`config.mk`:
```
export PLATFORM = sky130hd
export DESIGN_NAME = crsg_div
export DESIGN_NICKNAME = d
export VERILOG_FILES = /design/src/hdl/crsg_div.sv
export SDC_FILE = /design/constraint.sdc
export NUM_CORES = 1
export LEC_CHECK = 0
export BUFFER_PORTS_ARGS = -buffer_cell sky130_fd_sc_hd__buf_2
export CAP_MARGIN = 15
export CELL_PAD_IN_SITES_DETAIL_PLACEMENT = 0
export CELL_PAD_IN_SITES_GLOBAL_PLACEMENT = 1
export CORE_UTILIZATION = 40
export DETAILED_ROUTE_END_ITERATION = 7
export HOLD_SLACK_MARGIN = 0.1
export PLACE_DENSITY = 0.91
export SLEW_MARGIN = 0
export SYNTH_ARGS = -nofsm -noshare
export SYNTH_HDL_FRONTEND = slang
export SYNTH_SLANG_ARGS = --single-unit
export TNS_END_PERCENT = 5
```
`constraint.sdc`:
```
create_clock -name clk -period 3.7 [get_ports clk]
set_clock_uncertainty 0.05 [all_clocks]
set_input_delay 0.37 -clock clk [delete_from_list [all_inputs] [get_ports clk]]
set_output_delay 0.37 -clock clk [all_outputs]
set_load 0.02 [all_outputs]
```
`src/hdl/crsg_div.sv`:
```
// Restoring bit-serial divider, one quotient bit per cycle.
// It has no dependencies.
module crsg_div #(
	parameter int NW = 44,
	parameter int DW = 17
) (
	input logic clk,
	input logic arst_n,
	input logic start,
	input logic [NW-1:0] num,
	input logic [DW-1:0] den,
	output logic done,
	output logic [NW-1:0] quo,
	output logic [DW-1:0] rem
);
	localparam int CW = $clog2(NW + 1);
	logic [CW-1:0] cnt_q;
	logic busy_q;
	logic [NW-1:0] q_q;
	logic [DW:0] r_q;
	logic [DW-1:0] d_q;
	logic [DW:0] trial;

	assign trial = {r_q[DW-1:0], q_q[NW-1]};
	assign quo = q_q;
	assign rem = r_q[DW-1:0];

	always_ff @(posedge clk or negedge arst_n) begin
		if (!arst_n) begin
			busy_q <= 1'b0;
			cnt_q <= '0;
			done <= 1'b0;
		end else begin
			if (start) begin
				busy_q <= 1'b1;
				cnt_q <= CW'(NW);
				done <= 1'b0;
			end else if (busy_q) begin
				cnt_q <= cnt_q - 1'b1;
				busy_q <= (cnt_q != CW'(1));
				done <= (cnt_q == CW'(1));
			end else begin
				done <= 1'b0;
			end
		end
	end

	always_ff @(posedge clk) begin
		if (start) begin
			q_q <= num;
			r_q <= '0;
			d_q <= den;
		end else if (busy_q) begin
			if (trial >= {1'b0, d_q}) begin
				r_q <= trial - {1'b0, d_q};
				q_q <= {q_q[NW-2:0], 1'b1};
			end else begin
				r_q <= trial;
				q_q <= {q_q[NW-2:0], 1'b0};
			end
		end
	end
endmodule

```
**After elaboration in Yosys (flattened, before gate mapping)**

Cells that the tools add are included.

- Register bits after elaboration: 86

- $add $sub $neg: 2
- $lt $le $gt $ge: 1
- Equal/unequal tests: 2
- Muxes and demuxes: 10
- Reductions and logical operators: 1

Operators by type and width:

| operator | number |
|---|---|
| $mux 44 | 2 |
| $ge 18x17->1 | 1 |
| $mux 17 | 1 |
| $sub 17x17->17 | 1 |
| $mux 6 | 2 |
| $eq 6x1->1 const B | 1 |
| $ne 6x1->1 const B | 1 |
| $sub 6x1->6 const B | 1 |
| $mux 1 | 5 |
| $reduce_bool 2->1 | 1 |

**Depth between registers and ports, before layout**

Gate-level depths: netlist (run 1).

- Depth after elaboration: 4
- Mapped depth: 12
- Gate-level depth less buffers: 11

**Worst setup path after synthesis (run 1)**

OpenSTA, ideal clock, no wires.

- Path kind: reg2reg
- From: register q_q[43], in the netlist quo[43]
- To: register q_q[0], in the netlist quo[0] (data pin)
- Library setup time: 0.260 ns
- Data arrival time: 2.497 ns
- Required time: 3.390 ns
- Slack: 0.893 ns
- Cell stages (with the launch flop): 12
- Path buffers: 1
- Clock period less this slack: 2.807 ns
- Path through: edfxtp_1 inv_1 ha_1 inv_1 fa_1 a21o_1 a221oi_4 o21bai_2 a21oi_2 o21ai_4 buf_4 mux2_2

- Cells in the longest elaborated chain, start to end: 4

Ends and longest elaborated chain:

| item | RTL line | text |
|---|---|---|
| start: declaration | 19 | `logic [NW-1:0] q_q;` |
| start signal: assignment | 50 | `q_q <= num;` |
| start signal: assignment | 56 | `q_q <= {q_q[NW-2:0], 1'b1};` |
| start signal: assignment | 59 | `q_q <= {q_q[NW-2:0], 1'b0};` |
| $ge 18x17->1 | 54 | `if (trial >= {1'b0, d_q}) begin` |
| $mux 1 | 54 |  |
| $mux 44 | 53 | `end else if (busy_q) begin` |
| $mux 44 | 49 | `if (start) begin` |

Every way passes these cells. The select of a mux whose other input is x is not followed.
A chain may end at the register's enable or synchronous reset.

**Worst setup path in the final report (run 1)**

- From: register q_q[43], in the netlist quo[43]
- To: register r_q[0]

- Cells in the longest elaborated chain, start to end: 2
- Elaborated cells on any way between the ends: 3
- Classes of those cells: add/sub: 1; order compare: 1; mux: 1

Ends and longest elaborated chain:

| item | RTL line | text |
|---|---|---|
| $sub 17x17->17 or $ge 18x17->1 (tied branches) | 55, 54 |  |
| $mux 17 (*) | 54 |  |
| end signal: assignment | 55 | `r_q <= trial - {1'b0, d_q};` |
| end signal: assignment | 58 | `r_q <= trial;` |
| end: declaration | 20 | `logic [DW:0] r_q;` |

Mark *: on every way between the ends. The rest lies on a longest branch, timed or not.

==> results of run 1 <==
## report_power, final
part / internal, uW / switching (uW)
Sequential: 1140 / 68.5
Clock: 447 / 343
Combinational: 276 / 382
Total: 1870 / 794
## flip-flops by register name, summed over array words and instances (netlist names)
register and cells:
d_q 17, quo 44, r_q 17, busy_q 1, done 1, cnt_q 6
## cell families (layout without fill, tap and decap cells)
family	Yosys count	in the layout	share of synthesized area
buffers and inverters	39	171	0.0368
multiplexers	57	57	0.143
AND/OR/NAND/NOR	72	72	0.0761
flip-flops	86	86	0.540
adder cells (fa/ha/maj)	20	20	0.0587
XOR/XNOR	17	17	0.0339
AO/OA/AOI/OAI	67	67	0.111
## layout make-up
cell class / instances / area, um^2
clock buffer: 10 / 128
multi-input combinational: 233 / 1860
clock inverter: 6 / 110
inverter: 22 / 82.6
sequential: 86 / 2370
fill: 957 / 5050
tap: 136 / 170
timing repair buffer: 133 / 693
## layout by cell type (no fill, tap or decap), types with 3 or more instances in the layout
cell / count
nand2b_1: 5
nor3_1: 6
xor2_1: 8
buf_2: 125
dfrtp_1: 8
a211oi_1: 9
buf_4: 5
nand3_1: 5
a21o_1: 5
bufinv_16: 3
xnor2_1: 9
mux2_2: 44
nand4_1: 3
dlygate4sd3_1: 3
nor2b_1: 3
nand2_1: 21
inv_1: 21
a21oi_1: 17
dfxtp_1: 17
o21ai_0: 14
mux2i_1: 12
edfxtp_1: 61
ha_1: 19
clkbuf_8: 9
nor2_1: 23
## worst max path at each step
| stage | end | slack (ps) | cells after the start |
|---|---|---|---|
| 2_1_floorplan | quo[0] | 890 | 11 |
| 3_3_place_gp | r_q[0] | 860 | 11 |
| 3_5_place_dp | r_q[0] | 820 | 11 |
| 4_1_cts | r_q[0] | 790 | 11 |
| 5_1_grt | r_q[0] | 600 | 11 |
| 6_report | r_q[0] | 800 | 11 |
## per-stage QoR
step | cell area [um^2] | setup WS (ps) | hold WS (ps)
after floorplan | 4390 | 893 | 24.4
after global placement | 5140 | 858 | 180
after detailed placement | 5140 | 819 | 180
after CTS | 5410 | 793 | 102
after global routing | 5410 | 597 | 106
final | 5410 | 804 | 121
## worst register-to-register path, cell delays in order, from the launching register on
cell      delay (ps)
edfxtp_1         380
inv_1             80
ha_1             150
inv_1             50
fa_1             400
a21o_1           240
a221oi_4         350
o21bai_2          90
a21oi_2          190
o21ai_4          240
mux2_1           400
a211oi_2         200
## routing by layer
metal	vias up	GRT usage	share of wire
li1	1573	-	-
met1	1537	0.223	0.42
met2	132	0.292	0.47
met3	17	0.0723	0.090
met4	2	0.0832	0.022
met5	-	0	0.0017
==> flow_results.org, run 1 <==
** Status
- The run finished with clean final reports.

** Logic synthesis
- Leading post-synthesis cells by instance count :: edfxtp_1 (61), mux2_2 (44), nor2_1 (23)
- Number of flops mapped to enable cells by yosys :: 61
- The share of synthesized area in the top cell type comes to 0.417.
- Synth Flop Type :: edfxtp_1
- Area of the mapped netlist :: 0.00439 mm^2
- Number of nets in the synthesized netlist :: 442
- Post-Syn Instances :: 358
- Of all cell types, the one taking the most synthesized area is edfxtp_1.
- In the synthesized netlist the async set-or-reset flop fraction comes to 0.0930.
- Top cells by area, synth :: edfxtp_1 (42%), mux2_2 (11%), dfxtp_1 (7.8%)
- Number of distinct standard cells referenced by the synthesized netlist :: 51
- Library cell with the highest instance count after synthesis :: edfxtp_1
- The share of the Yosys chip area taken by registers is 0.540.
- Synthesis warning total :: 0
- A synthesized cell averages 12.3 um^2.
- Flop and latch count out of synthesis :: 86

** Detailed routing
- Initial DRC count :: 100
- After detailed routing, the number of remaining DRC violations is 0.
- Vias after detailed routing :: 3,261
- The detail route stage leaves a number of antenna-violating nets equal to 0.
- Routed vias/inst :: 5.21
- Routed WL per cell :: 15.9 um
- Wire length after detailed routing :: 9950 um
- For this run, the detailed router's first-pass iteration total came to 4.

** Global route
- Leftover overflow at the end of global routing :: 0
- First-pass GRT wire length :: 15,800 um
- Via count of the first global-routing pass :: 3,264
- The number of antenna violations at the first check in global routing is 1.
- Maximum number of pins on one net before global-route repair :: 45
- Global-route usage over all layers :: 0.185

** Setup path
- Crit path max-delay cell type :: fa_1
- The critical path contains buffers and inverters numbering 2 combined.
- The most critical setup path has its startpoint at quo[43].
- For this run, the slowest stage of the critical path takes 400 ps.
- Crit-path max FO :: 23
- Kind of cell adding the most delay to the critical path :: compound AO/OA/AOI/OAI gates
- CP endpoint kind :: flip-flop
- In this run the critical register-to-register path is captured at r_q[0].
- Startpoint Class :: flip-flop
- The startpoint identified for the worst register-to-register timing path is quo[43].
- Cell Chain, Critical Path :: inv_1 > ha_1 > inv_1 > fa_1 > a21o_1 > a221oi_4 > o21bai_2 > a21oi_2 > o21ai_4 > mux2_1 > a211oi_2
- Setup slack of the most critical reg-to-reg path :: 800 ps
- Worst r2r path cells :: 11
- Type of the setup path with the least slack :: flip-flop to flip-flop
- The most numerous cell type found on the critical path is inv_1.
- Endpoint arrival time on the critical path :: 3140 ps
- CP required :: 3950 ps

** STA
- Max-slew headroom :: 0.476
- Maximum operating frequency :: 0.345 GHz
- The worst path in the final design needs a cycle of 2900 ps, including I/O delays and setup.
- Sum of negative setup slack :: 0 ps
- Total setup violations reported at the end of the flow :: 0
- At the pin with the least slew margin, the transition time is 783 ps.
- Count of pins over their slew limit :: 0
- In the finished design, the share of the clock period the worst path needs comes to 0.783.
- Hold violation total from the final report :: 0
- Setup repair after global routing left no endpoint under its margin.

** Floorplanning
- Die X :: 107 um
- Standard cell core area :: 0.0105 mm^2
- The die is 107 um tall.
- The floorplan step defined a die boundary enclosing 0.0114 mm^2.
- Row count :: 37
- For this configuration, the core starts out at a cell density of 0.420.
- During I/O placement, the number of pins put on the boundary was 126.

** Run
- Max capacitance violation total :: 0

** Cells and area
- Ant diodes :: 0
- Compared with the post-synthesis result, the final layout area differs by 23.3%.
- Finished Layout Cells :: 626
- In the final design database the tool counted 569 nets.
- Share of the core filled with cells in the final layout :: 0.517
- Of the cells placed in the final design, the portion with a size suffix greater than 1 is 0.406.

** Power
- Summed over all cells, the static leakage comes to 0.00233 uW.
- The completed layout was analyzed and its total power is 2660 uW.
- The worst-case IR drop observed on VDD is 0.284 mV.
- PwrDens :: 491 mW/mm^2

** Placement
- The congestion estimate from routability-driven global placement came to 0.819.
- The count of buffers added on input and output ports is 125.
- Cell Count Post-Placement :: 607
- Once detailed placement completed, the half-perimeter wirelength came to 7380 um.

** Clock network
- Clk buf depth :: 2
- Clock transition at path regs :: 90 ps
- Root buffer cell :: clkbuf_8
- In this run, post-CTS repair resized a total of 0 instances.
- Clock tree sinks :: 86
- CTS Hold Bufs :: 3
- TritonCTS built the clock tree.
- Post-CTS timing repair inserted 0 buffers for setup.
- Number of levels the H-tree was split into :: 3
- TritonCTS buffer count :: 9
- Worst skew pair latency :: 370 ps

** Min path
- The worst hold path begins at den[10].
- Tightest Hold Check Type :: input port to flip-flop
- For hold timing, the worst endpoint is d_q[10].
- Number of stages on the worst hold path :: 1
No activity file was read; power rests on OpenSTA's default activity.
==> run 2, diff against run 1 <==
--- a/config.mk
+++ b/config.mk
@@ -9,10 +9,10 @@
 export CAP_MARGIN = 15
 export CELL_PAD_IN_SITES_DETAIL_PLACEMENT = 0
 export CELL_PAD_IN_SITES_GLOBAL_PLACEMENT = 1
-export CORE_UTILIZATION = 40
+export CORE_UTILIZATION = 37
 export DETAILED_ROUTE_END_ITERATION = 7
 export HOLD_SLACK_MARGIN = 0.1
-export PLACE_DENSITY = 0.91
+export PLACE_DENSITY = 0.88
 export SLEW_MARGIN = 0
 export SYNTH_ARGS = -nofsm -noshare
 export SYNTH_HDL_FRONTEND = slang
==> constraint.sdc (replaced) <==
create_clock -name clk -period 2.6 [get_ports clk]
set_clock_uncertainty 0.05 [all_clocks]
set_input_delay 0.26 -clock clk [delete_from_list [all_inputs] [get_ports clk]]
set_output_delay 0.26 -clock clk [all_outputs]
set_load 0.02 [all_outputs]
==> flow_results.org, run 2 (synthesis results as in run 1) <==
** Clock network
- Clock tree sinks :: 86 (unchanged)
- TritonCTS built the clock tree.
- TritonCTS buffer count :: 9 (unchanged)
- The deepest clock path buffer count was 2 (unchanged).
- The clock transition time at the flip-flop clock pins of the worst setup and hold paths is 70 ps (-20 ps).
- The number of buffers inserted by post-CTS setup repair came to 0 (unchanged).
- The worst-skew pair later-pin latency came to 340 ps (-30 ps).
- CTS placed an instance of clkbuf_16 at the clock tree root.
- Number of levels the H-tree was split into :: 3 (unchanged)

** Cells and area
- Highest-count cells in the layout ignoring fill and taps :: buf_2 (125), edfxtp_1 (61), mux2_2 (44), nor2_1 (23)
- The flip-flop count of the largest register, all copies and words added was 44 (unchanged).
- Ant diodes :: 0 (unchanged)
- Area added between synthesis and finish :: 30.6%
- The fraction of layout cells with a size suffix above 1 was 0.416 (+0.00989).
- Most frequent standard cell in the layout excluding fill and tap cells :: buf_2
- # nets final :: 591 (+3.9%)

** STA
- Setup repair after global routing could not meet its margin everywhere.
- Hold violation total from the final report :: 0 (unchanged)
- The actual slew at the worst max-slew pin is 573 ps (-210 ps).
- Total setup violations reported at the end of the flow :: 0 (unchanged)
- The total count of max-transition violations in the final report is 0 (unchanged).
- The worst-case setup margin in the final layout came to 35.3 ps (-769 ps).
- The highest achievable clock rate is 0.390 GHz (+13%).
- The worst slew margin relative to its limit came to 0.618 (+0.142).
- The final critical path time including I/O delays and setup was 2560 ps (-331 ps).
- The final cycle utilization of the critical path is 0.986 (+0.204).
- The final-layout worst hold slack was 167 ps (+45.8 ps).

** Detailed routing
- Number of nets with antenna violations after detailed routing :: 0 (unchanged)
- The first-pass iteration count of the detailed router came to 4 (unchanged).
- Routed vias/inst :: 5.10 (-2.1%)
- Wire length after detailed routing :: 10,500 um (+5.5%)
- Vias after detailed routing :: 3,341 (+2.5%)
- The number of DRC violations after detailed-routing iteration 0 was 172 (+72%).
- The residual DRC count was 0 (unchanged).
- The detail-routed net length per standard cell came to 16.0 um (+0.81%).

** Setup path
- The worst endpoint data arrival time was 2780 ps (-360 ps).
- Kind of cell adding the most delay to the critical path :: compound AO/OA/AOI/OAI gates
- The critical-path maximum fanout was 17 (-26%).
- The maximum single-stage delay on the critical path is 400 ps (about the same).
- Crit path from :: quo[43]
- The worst reg-to-reg setup slack was 40 ps (-770 ps).
- CP required :: 2820 ps (-1130 ps)
- Type of the setup path with the least slack :: flip-flop to flip-flop
- The startpoint identified for the worst register-to-register timing path is quo[43].
- Traced cell by cell, the critical path runs through inv_2 > ha_2 > inv_1 > fa_2 > a21o_1 > a221oi_4 > o21bai_2 > a21oi_2 > o21ai_4 > buf_6 > mux2i_1 > a211oi_2.
- The worst setup path is launched from a flip-flop.
- The largest individual stage delay along the critical path comes from the cell edfxtp_1.
- STA classifies the critical path endpoint as a flip-flop.
- Number of buffers and inverters on the critical path :: 3 (+1)

** Floorplanning
- The chip width is 111 um (+3.9%).
- Initial cell density of the core :: 0.383 (-0.0368)
- The total die area was 0.0123 mm^2 (+8.0%).
- Standard cell core area :: 0.0115 mm^2 (+9.6%)
- Vertical die dimension :: 111 um (+3.9%)
- Boundary pin count :: 126 (unchanged)
- Row count :: 39 (+5.4%)

** Global route
- The number of antenna violations at the first check in global routing was 0 (-1).
- The total overflow reported by the global router was 0 (unchanged).
- The maximum number of pins on one net before global-route repair is 41 (-8.9%).
- First-pass GRT wire length :: 17,200 um (+8.3%)
- The global-route total usage across every layer came to 0.177 (-0.00820).
- Via count of the first global-routing pass :: 3,451 (+5.7%)

** Run
- Max capacitance violation total :: 0 (unchanged)

** Power
- The static leakage is 0.00246 uW (+5.9%).
- Total power after layout :: 4060 uW (+53%)
- Peak supply drop :: 0.391 mV (+38%)
- PwrDens :: 707 mW/mm^2 (+44%)

** Min path
- The startpoint identified for the worst hold timing path is num[25].
- The min-delay analysis places its worst path in the category input port to flip-flop.

** Placement
- Placement-stage worst setup slack :: -3.42 ps (-823 ps)
- Sum of net half-perimeters after detailed placement :: 7750 um (+5.0%)
- The routability congestion estimate is 0.822 (+0.40%).
- The number of buffer cells added on primary ports was 125 (unchanged).

** Status
- Outcome :: complete, no violations
## run 2: cell types whose count changed in the layout (fill, tap and decap cells not counted), moves of 3 or more
cell,previous run,this run
dlygate4sd3_1,3,18
a211oi_1,9,6
clkbuf_16,0,9
a211oi_2,1,4
buf_4,5,10
clkbuf_8,9,1
## run 2: worst paths after layout
check                                 to  depth (start not counted)
worst max-delay path              r_q[8]                         12
worst min-delay path             quo[25]                          2
worst max register to register    r_q[8]                         12
worst min register to register    r_q[2]                          2
max in group asynchronous         busy_q                          2
min in group asynchronous       cnt_q[3]                          2
## run 2: metal layers
metal / GRT usage / vias up / routed length, um
li1: - / 1617 / -
met1: 0.213 / 1588 / 4430
met4: 0.0711 / 0 / 172
met5: 0 / - / 0
met3: 0.0590 / 11 / 886
met2: 0.290 / 125 / 5000
## run 2: power by group
group | internal [uW] | switching, uW | total, uW
registers | 1630 | 101 | 1730
clock network | 781 | 551 | 1330
logic | 434 | 561 | 996
total | 2840 | 1210 | 4060
## run 2: layout make-up
type | instances | area, um^2
clock buffers | 11 | 243
repair buffers | 155 | 912
flip-flops and latches | 86 | 2370
well taps | 143 | 179
fillers | 1017 | 5730
multi-input cells | 233 | 1880
clock inverters | 5 | 65.1
inverters | 22 | 82.6
## run 2: through the flow
step	utilization	TNS, ps	area, um^2	std cells
after floorplan	-	-55.5	4400	358
after global placement	0.455	0	5220	621
after detailed placement	0.455	-3.75	5220	621
after CTS	0.499	0	5720	655
after global routing	0.500	-1920	5730	655
final	0.500	0	5730	655
## run 2: repair_timing
action,4_1_cts,5_1_grt
hold endpoints to repair,25,0
hold buffers,18,0
resized for setup,2,7
pin swaps,0,3
setup endpoints to repair,3,18
==> run 3, diff against run 2 <==
--- a/config.mk
+++ b/config.mk
@@ -12,7 +12,7 @@
 export CORE_UTILIZATION = 37
 export DETAILED_ROUTE_END_ITERATION = 7
 export HOLD_SLACK_MARGIN = 0.1
-export PLACE_DENSITY = 0.88
+export PLACE_DENSITY = 0.75
 export SLEW_MARGIN = 0
 export SYNTH_ARGS = -nofsm -noshare
 export SYNTH_HDL_FRONTEND = slang
==> flow_results.org, run 3 (synthesis results as in run 1) <==
** Clock network
- Clock transition at path regs :: 70 ps (about the same)
- TritonCTS built the clock tree.
- Clk buf depth :: 2 (unchanged)
- Clock tree sinks :: 86 (unchanged)
- Clock tree synthesis selected as its root buffer the cell clkbuf_16.
- Number of levels the H-tree was split into :: 3 (unchanged)
- TritonCTS buffer count :: 9 (unchanged)
- Post-CTS setup buffers :: 0 (unchanged)
- Worst skew pair latency :: 350 ps (about the same)

** Cells and area
- The flip-flop count of the largest register, all copies and words added came to 44 (unchanged).
- The total non-filler cell area in the finished layout is 0.00573 mm^2 (about the same).
- Most frequent standard cell in the layout excluding fill and tap cells :: buf_2
- The final core utilization came to 0.500 (about the same).
- The fill cell instance count of the final layout was 1,047 (+2.9%).
- The sequential cell area came to 0.00237 mm^2 (unchanged).
- Ant diodes :: 0 (unchanged)
- The layout overhead on the synthesized area was 30.6% (about the same).
- # nets final :: 594 (+0.51%)
- Highest-count cells in the layout ignoring fill and taps :: buf_2 (125), edfxtp_1 (61), mux2_2 (44), nor2_1 (23), nand2_1 (21)
- Share of cells above drive strength 1 :: 0.412 (-0.00437)
- Area of the multi-input gates :: 0.00186 mm^2 (-0.86%)

** Setup path
- Crit Reg-Reg Startpoint :: quo[43]
- Crit-path max FO :: 4 (-13)
- Endpoint arrival time on the critical path :: 2750 ps (-30 ps)
- STA classifies the critical path startpoint as a flip-flop.
- Type of the setup path with the least slack :: flip-flop to flip-flop
- The critical path starts at quo[43].
- Worst r2r path cells :: 11 (-1)
- CP endpoint kind :: flip-flop
- CP required :: 2820 ps (about the same)

** STA
- The final-layout worst hold slack came to 153 ps (-13.6 ps).
- The final number of setup-violating endpoints came to 0 (unchanged).
- Count of pins over their slew limit :: 0 (unchanged)
- The actual slew at the worst max-slew pin is 554 ps (-19.1 ps).
- The final cycle utilization of the critical path came to 0.971 (-0.0155).
- Maximum operating frequency :: 0.396 GHz (+1.6%)
- The final hold violation count is 0 (unchanged).
- The worst slew margin relative to its limit was 0.628 (+0.0104).
- The final critical path time including I/O delays and setup was 2520 ps (-40.3 ps).
- Final critical-path setup slack :: 75.6 ps (+40.3 ps)
- Setup repair after global routing could not meet its margin everywhere.

** Detailed routing
- Remaining DRCs :: 0 (unchanged)
- The detail-routed net length per standard cell is 15.8 um (-1.4%).
- The post-route antenna net violation count came to 0 (unchanged).
- Detailed-router iteration count before antenna repair :: 4 (unchanged)
- The vias per cell came to 5.02 (-1.6%).
- The total length of routed wires came to 10,400 um (-0.99%).
- The number of DRC violations after detailed-routing iteration 0 was 110 (-36%).
- Vias after detailed routing :: 3,303 (-1.1%)

** Floorplanning
- The cell row count is 39 (unchanged).
- The starting density of the core was 0.383 (unchanged).
- Standard cell core area :: 0.0115 mm^2 (unchanged)
- The chip width was 111 um (unchanged).
- Area of the die :: 0.0123 mm^2 (unchanged)
- Boundary pin count :: 126 (unchanged)
- Vertical die dimension :: 111 um (unchanged)

** Placement
- The cell area after placement is 0.00527 mm^2 (+0.91%).
- Sum of net half-perimeters after detailed placement :: 7670 um (-1.0%)
- The number of buffer cells added on primary ports was 125 (unchanged).
- Placement-stage worst setup slack :: 58.6 ps (+62.0 ps)
- Global placement routability congestion :: 0.811 (-1.3%)

** Min path
- Start point of the worst min-delay path :: num[27]
- Number of stages on the worst hold path :: 2 (unchanged)
- The path class of the tightest hold or removal check is input port to flip-flop.

** Power
- The static leakage is 0.00247 uW (+0.26%).
- PwrDens :: 690 mW/mm^2 (-2.4%)
- The largest vdd supply drop is 0.406 mV (+4.0%).

** Status
- Outcome :: complete, no violations

** Global route
- Initial antenna violation count :: 0 (unchanged)
- Global-route usage over all layers :: 0.177 (+0.000257)
- The maximum number of pins on one net before global-route repair was 38 (-7.3%).
- The number of global-route vias before repair came to 3,430 (-0.61%).
- The wire length of the first global-routing pass was 17,000 um (-1.0%).
- The total overflow reported by the global router was 0 (unchanged).

** Run
- Max capacitance violation total :: 0 (unchanged)
-- run 3: cell types whose count changed in the layout (fill, tap and decap cells not counted), sizes merged --
cell    change
buf         +3
bufinv      -1
clkbuf      -1
clkinv      +4
inv         -2
-- run 3: repair_timing --
item                                    in CTS  in global routing
endpoints found under the setup margin       0                 16
hold buffers                                18                  0
hold endpoints to repair                    25                  0
resized for setup                            0                  7
-- run 3: area by class of cell --
type / count / area share
Clock buffer: 10 / 0.0399
Inverter: 22 / 0.0144
Tap cell: 143 / 0.0312
Timing Repair Buffer: 158 / 0.167
Multi-Input combinational cell: 233 / 0.325
Sequential cell: 86 / 0.414
Clock inverter: 6 / 0.00808
-- run 3: path summary, 6_finish.rpt --
kind | slack, ps | to
worst max-delay path | 80 | r_q[0]
worst min-delay path | 150 | quo[27]
worst max register to register | 80 | r_q[0]
worst min register to register | 440 | r_q[14]
max in group asynchronous | 2100 | done
min in group asynchronous | 230 | cnt_q[2]
-- run 3: critical path: stages (launching register included) --
cell	delay (ps)
edfxtp_1	390
inv_2	70
ha_1	140
inv_1	50
fa_2	350
a21o_1	200
a221oi_4	280
o21bai_2	90
a21oi_2	170
o21ai_4	100
mux2_1	350
a211oi_2	200
-- run 3: power by group --
| group | internal [uW] | switching, uW | total [uW] |
|---|---|---|---|
| clock | 653 | 573 | 1230 |
| combinational | 449 | 559 | 1010 |
| sequential | 1630 | 96.0 | 1720 |
-- run 3: stage by stage --
stage | power [uW] | instances | setup TNS [ps]
global route | 4150 | 658 | -729
floorplan | 2410 | 358 | -55.5
global placement | 2720 | 624 | 0
CTS | 4000 | 658 | 0
detailed placement | 2730 | 624 | 0
finish | 3960 | 658 | 0
-- run 3: routing by layer --
metal  global-route usage  part of all wire  wire length, um  up-vias
li1                     -                 -                -     1624
met1                0.209              0.44             4610     1559
met2                0.280              0.46             4740      105
met3               0.0733             0.083              861       15
met4               0.0818             0.017              180        0
met5                    0                 0                0        -
